--- src/rtl/core/tcw_pkg.sv ---
// Shared types and constants for the text console writer.
// Holds the channel payload structs, command and state codes, and the
// controller/datapath command and status bundles. No dependencies.
`default_nettype none

package tcw_pkg;

  // Default geometry of the character store
  localparam int DEF_COLUMNS = 80;
  localparam int DEF_ROWS    = 25;

  // Character and attribute constants
  localparam logic [7:0] BLANK_CHAR   = 8'h20;
  localparam logic [7:0] NEWLINE_CHAR = 8'h0A;
  localparam logic [7:0] RESET_ATTR   = 8'h07;

  // Linear position width (covers 32 rows x 128 columns)
  localparam int POS_W = 12;

  // Register port
  localparam int         PADDR_W        = 3;
  localparam logic [0:0] REG_TEXT_COLOR = 1'b0;

  // Commands carried on the request channel
  typedef enum logic [1:0] {
    CMD_PUT   = 2'd0,
    CMD_CLEAR = 2'd1,
    CMD_SET   = 2'd2,
    CMD_READ  = 2'd3
  } cmd_t;

  // Request transaction payload
  typedef struct packed {
    logic [1:0] cmd;
    logic [7:0] char_code;
    logic [4:0] row;
    logic [6:0] col;
  } req_t;

  // Response transaction payload
  typedef struct packed {
    logic [10:0] cursor_pos;
    logic [15:0] cell_data;
  } rsp_t;

  // Controller states
  typedef enum logic [3:0] {
    ST_INIT,
    ST_IDLE,
    ST_EXEC,
    ST_RD_WAIT,
    ST_CLEAR,
    ST_SCROLL_RD,
    ST_SCROLL_WR,
    ST_FILL,
    ST_RESP
  } state_t;

  // Controller to datapath commands
  typedef struct packed {
    logic capture;
    logic exec;
    logic init_wr;
    logic clr_wr;
    logic scr_rd;
    logic scr_wr;
    logic fill_wr;
    logic load_out;
  } ctl_t;

  // Datapath to controller status
  typedef struct packed {
    cmd_t item_cmd;
    logic ovf;
    logic cnt_end_all;
    logic cnt_end_copy;
    logic out_free;
  } sts_t;

endpackage

`default_nettype wire

--- src/rtl/core/tcw_ctrl.sv ---
// Controller state machine for the text console writer.
// Sequences capture, execute, store sweeps and response loading.
// Depends on tcw_pkg.
`default_nettype none

module tcw_ctrl (
  input  wire logic          clk,
  input  wire logic          rst,
  input  wire logic          req_valid,
  output logic               req_stall,
  input  wire tcw_pkg::sts_t sts,
  output tcw_pkg::ctl_t      ctl
);

  tcw_pkg::state_t state;
  tcw_pkg::state_t state_next;

  // Hold the state
  always_ff @(posedge clk) begin
    if (rst) begin
      state <= tcw_pkg::ST_INIT;
    end else begin
      state <= state_next;
    end
  end

  // Next state
  always_comb begin
    state_next = state;
    unique case (state)
      tcw_pkg::ST_INIT: begin
        if (sts.cnt_end_all) state_next = tcw_pkg::ST_IDLE;
      end
      tcw_pkg::ST_IDLE: begin
        if (req_valid) state_next = tcw_pkg::ST_EXEC;
      end
      tcw_pkg::ST_EXEC: begin
        unique case (sts.item_cmd)
          tcw_pkg::CMD_PUT: begin
            if (sts.ovf) state_next = tcw_pkg::ST_SCROLL_RD;
            else state_next = sts.out_free ? tcw_pkg::ST_IDLE : tcw_pkg::ST_RESP;
          end
          tcw_pkg::CMD_CLEAR: state_next = tcw_pkg::ST_CLEAR;
          tcw_pkg::CMD_READ:  state_next = tcw_pkg::ST_RD_WAIT;
          default: state_next = sts.out_free ? tcw_pkg::ST_IDLE : tcw_pkg::ST_RESP;
        endcase
      end
      tcw_pkg::ST_RD_WAIT: begin
        state_next = sts.out_free ? tcw_pkg::ST_IDLE : tcw_pkg::ST_RESP;
      end
      tcw_pkg::ST_CLEAR, tcw_pkg::ST_FILL: begin
        if (sts.cnt_end_all) begin
          state_next = sts.out_free ? tcw_pkg::ST_IDLE : tcw_pkg::ST_RESP;
        end
      end
      tcw_pkg::ST_SCROLL_RD: state_next = tcw_pkg::ST_SCROLL_WR;
      tcw_pkg::ST_SCROLL_WR: begin
        state_next = sts.cnt_end_copy ? tcw_pkg::ST_FILL : tcw_pkg::ST_SCROLL_RD;
      end
      tcw_pkg::ST_RESP: begin
        if (sts.out_free) state_next = tcw_pkg::ST_IDLE;
      end
      default: state_next = tcw_pkg::ST_INIT;
    endcase
  end

  // Outputs
  always_comb begin
    ctl       = '0;
    req_stall = 1'b1;
    unique case (state)
      tcw_pkg::ST_INIT: ctl.init_wr = 1'b1;
      tcw_pkg::ST_IDLE: begin
        req_stall   = 1'b0;
        ctl.capture = req_valid;
      end
      tcw_pkg::ST_EXEC: begin
        ctl.exec = 1'b1;
        if (sts.item_cmd == tcw_pkg::CMD_SET
            || (sts.item_cmd == tcw_pkg::CMD_PUT && !sts.ovf)) begin
          ctl.load_out = sts.out_free;
        end
      end
      tcw_pkg::ST_RD_WAIT: ctl.load_out = sts.out_free;
      tcw_pkg::ST_CLEAR: begin
        ctl.clr_wr   = 1'b1;
        ctl.load_out = sts.cnt_end_all && sts.out_free;
      end
      tcw_pkg::ST_SCROLL_RD: ctl.scr_rd = 1'b1;
      tcw_pkg::ST_SCROLL_WR: ctl.scr_wr = 1'b1;
      tcw_pkg::ST_FILL: begin
        ctl.fill_wr  = 1'b1;
        ctl.load_out = sts.cnt_end_all && sts.out_free;
      end
      tcw_pkg::ST_RESP: ctl.load_out = sts.out_free;
      default: ctl = '0;
    endcase
  end

endmodule

`default_nettype wire

--- config.mk ---
export PLATFORM = sky130hd
export DESIGN_NAME = tcw_ctrl
export DESIGN_NICKNAME = d
export VERILOG_FILES = /design/src/rtl/core/tcw_pkg.sv /design/src/rtl/core/tcw_ctrl.sv
export SDC_FILE = /design/constraint.sdc
export NUM_CORES = 1
export LEC_CHECK = 0
export ABC_AREA = 1
export BUFFER_PORTS_ARGS = -buffer_cell sky130_fd_sc_hd__buf_2
export CORE_AREA = 2 2 39 41
export CTS_CLUSTER_DIAMETER = 80
export CTS_CLUSTER_SIZE = 40
export DETAILED_ROUTE_END_ITERATION = 10
export DIE_AREA = 0 0 41 43
export GPL_ROUTABILITY_DRIVEN = 0
export PLACE_DENSITY = 0.56
export SKIP_LAST_GASP = 1
export SLEW_MARGIN = 20
export SYNTH_ARGS = -nofsm -noshare
export SYNTH_HDL_FRONTEND = slang
export SYNTH_SLANG_ARGS = --single-unit
--- constraint.sdc ---
create_clock -name clk -period 1.4 [get_ports clk]
set_clock_uncertainty 0.1 [all_clocks]
set_input_delay 0.21 -clock clk [delete_from_list [all_inputs] [get_ports clk]]
set_output_delay 0.21 -clock clk [all_outputs]
set_load 0.05 [all_outputs]
After elaboration in Yosys (flattened, before gate mapping):

Index checks and enable logic that the tools add are counted.

* input bits: 9
* output and inout port bits: 9
* flip-flop bits (word level): 4

* multiplexer cells: 19
* reductions and logical operators: 9
* equality and inequality tests: 15

Operators with widths (count)
* $pmux W4 S8: 1
* $mux W4: 6
* $eq A4 B3 Y1 const B: 4
* $pmux W4 S3: 1
* $mux W1: 9
* $eq A4 B2 Y1 const B: 2
* $ne A2 B2 Y1 const B: 3
* $eq A2 B2 Y1 const B: 2
* $eq A4 B1 Y1 const B: 1
* $eq A4 B4 Y1 const B: 1
* $logic_not A4 Y1: 1
* $reduce_and A4 Y1: 1
* $reduce_or A2 Y1: 2
* $pmux W1 S3: 1
* $eq A2 B1 Y1 const B: 1
* $logic_and A1 B1 Y1: 2
* $logic_not A2 Y1: 1
* $mux W2: 1
* $ne A2 B1 Y1 const B: 1
* $logic_not A1 Y1: 1
* $logic_or A1 B1 Y1: 1

Depth between registers and ports, before layout:

* depth after elaboration: 5
* gate-level depth with buffers: 8
* mapped depth without buffers: 8

Least setup slack after synthesis:

Ideal clock, no wire load.

* path type: reg-to-output
* from: register state[1]
* to: output port ctl[0] (netlist name)
* arrival time: 1814 ps
* slack: -724 ps
* stages on the path, launching flop included: 7
* path through: dfxtp_1 -> inv_1 -> nor2_1 -> nand2_1 -> inv_2 -> nand3_1 -> a41oi_1

RTL lines
* start: declaration: line tcw_ctrl.sv:15 `tcw_pkg::state_t state;`
* start signal: assignment: line tcw_ctrl.sv:21 `state <= tcw_pkg::ST_INIT;`
* start signal: assignment: line tcw_ctrl.sv:23 `state <= state_next;`
* end: declaration: line tcw_ctrl.sv:12 `output tcw_pkg::ctl_t ctl`

==> results.json <==
{
  "multi_input_area_um2": 383,
  "dpl-instance-area_um2": 676,
  "grt_pass1_wl_um": 2180,
  "whs_ns": 0.0843,
  "die_h_um": 43,
  "final_util": 0.644,
  "synthTopCellsByArea": "nand2_1, dfxtp_1, inv_1",
  "cts_made_buffers": 3,
  "cp_num_buf_inv": 2,
  "ctsLongestPathBuffers": 2,
  "antenna_found_initial": 0,
  "period_needed_ns": 1.63,
  "violations": "negative setup slack",
  "hp-start": "rst",
  "outcome": "finished with violations",
  "rsz0062_at_grt": "yes",
  "synth_ff_type": "dfxtp_1",
  "hold_violations": 0,
  "worst_hold_path_type": "in2reg",
  "max_freq_ghz": 0.612,
  "cts_sinks": 4,
  "row_count": 14,
  "die_w_um": 41,
  "synth_top_area_cell": "nand2_1",
  "fin_setup_tns_ns": -0.768,
  "clockRootBuffer": "clkbuf_4",
  "holdPathStages": 2,
  "final_cells": 132,
  "setup_violations": 8,
  "leakagePower_nw": 0.450,
  "cp_slowest_stage_delay_ns": 0.36,
  "rrSetupSlack_ns": 0.02,
  "synth_warnings": 0,
  "crit_top_cell": "nand2_2",
  "diodes": 0,
  "drive_gt1_frac": 0.621,
  "period_share": 1.17,
  "min_delay_worst_endpoint": "state[3]",
  "largestRegisters": "state: 4 flops",
  "netlist_area_um2": 415,
  "dpl.cell_count": 125,
  "ys_seq_elements": 4,
  "pwr-share-seq": 0.148,
  "nFillCells": 124,
  "io_buffers": 17,
  "grt.overflow.total": 0,
  "cts_tree": "built",
  "slew_headroom": 0.875,
  "power.internal_uw": 730,
  "p_comb_frac": 0.757,
  "area_growth_pct": 114,
  "peakVddDrop_v": 0.000684,
  "routed_wl_um": 1390,
  "insertion_delay_ns": 0.23,
  "wl_per_cell_um": 10.5,
  "slowest_stage": "dfxtp_2",
  "seq_area_um2": 92.6,
  "cp_max_fo": 3,
  "grt_pass1_vias": 562,
  "ios": 18,
  "p_total_mw": 1.45,
  "drtIter0Drc": 10,
  "power_frac_clock": 0.095,
  "worstRegToRegCells": 10,
  "critical_path_class": "reg2out",
  "hpwlAfterDp_um": 1060,
  "largest_reg_flops": 4,
  "synth_fp_nets": 86,
  "netlist.area_leader.share": 0.253,
  "grt_usage": 0.179,
  "core_mm2": 0.00138,
  "slew_violations": 0,
  "drtPass1Iterations": 4,
  "netlist_top_cells_count": "nand2_1, inv_1, nand3_1, nor2_1",
  "synth.most_common_cell": "nand2_1",
  "drc": 0,
  "critical-path-top-delay-family": "flip-flops",
  "grt_max_degree": 6,
  "ant_nets": 0,
  "clk_pin_slew_ns": 0.04,
  "syn-instance-count": 77,
  "die-area_mm2": 0.00176,
  "synthDistinctLibCells": 16,
  "r2r-end": "state[1]",
  "vias_per_cell": 4.68,
  "crit_path_start_kind": "register",
  "swShare": 0.497,
  "p_per_area_mw_per_mm2": 1630,
  "switchingPower_uw": 721,
  "cp.arrival_ns": 1.32,
  "vias": 618,
  "endpoint_kind": "output port",
  "pre_cts_slack_ns": -0.139,
  "start_util": 0.300,
  "async_flop_share": 0,
  "required_ns": 1.09,
  "worstMarginPinSlew_ns": 0.186,
  "maxCapViolCount": 0,
  "ys_seq_area_frac": 0.193,
  "cts_htree_levels": 1,
  "r2r-start": "state[2]",
  "largest_register": "state",
  "setup_ws_ns": -0.235,
  "final_area_um2": 891,
  "synth-edff-count": 0,
  "crit_chain": "inv_2, nor2_4, nand2_2, nand2_2, nand2_2, a41oi_4, buf_6",
  "avgSynthCellArea_um2": 5.39,
  "fin_nets": 127
}
==> what timing repair did <==
item	4_1_cts	5_1_grt
setup buffers	2	3
hold buffers	0	0
cloned	0	0
gates resized for setup	40	13
pin swaps	7	5
hold endpoints to repair	0	0
setup endpoints to repair	10	12
==> cell families after synthesis <==
logic type      synth area share
simple gates               0.527
buf+inv                    0.145
compound gates             0.136
flops                      0.193
==> layer usage <==
| metal | track usage | up-vias | part of all wire |
|---|---|---|---|
| met5 | 0 | - | 0 |
| met2 | 0.303 | 16 | 0.56 |
| met3 | 0.0209 | 0 | 0.045 |
| met1 | 0.219 | 277 | 0.39 |
| met4 | 0.0600 | 0 | 0 |
| li1 | - | 325 | - |
==> placed cells by master, fill, tap and decap left out <==
cell type,n
nand4_1,1
nor2_4,6
a21oi_4,1
buf_8,5
nand2_4,2
buf_6,6
a21oi_1,2
buf_4,17
nand3_2,1
a41oi_1,1
buf_2,8
inv_2,7
clkbuf_4,3
dfxtp_2,1
nand2_2,8
a211oi_1,1
o211ai_1,1
inv_1,8
inv_4,1
nand3b_1,1
nand3_4,1
a41oi_4,1
nand2_1,21
nand3_1,5
a21oi_2,1
dfxtp_4,3
nor2_1,3
==> worst max path at each step <==
stage | end | cells after the start | start
2_1_floorplan | ctl[0] | 6 | state[1]
3_3_place_gp | ctl[0] | 7 | state[1]
3_5_place_dp | ctl[0] | 7 | state[1]
4_1_cts | ctl[0] | 7 | state[2]
5_1_grt | ctl[0] | 7 | state[2]
6_report | ctl[0] | 7 | state[2]
==> final cells by class <==
class                   count  area share
repair buffers             36       0.348
flip-flops and latches      4       0.104
clock buffers               3      0.0253
multi-input cells          57       0.430
inverters                  16      0.0702
well taps                  16      0.0225
==> power groups by stage <==
stage          clock (mW)  sequential, mW  combinational [mW]
2_1_floorplan           0           0.180               0.570
3_3_place_gp            0           0.182               0.825
3_5_place_dp            0           0.183               0.821
4_1_cts             0.143           0.207               0.973
5_1_grt             0.148           0.219                1.18
6_report            0.138           0.215                1.10
Power figures use the tool's default switching activity.
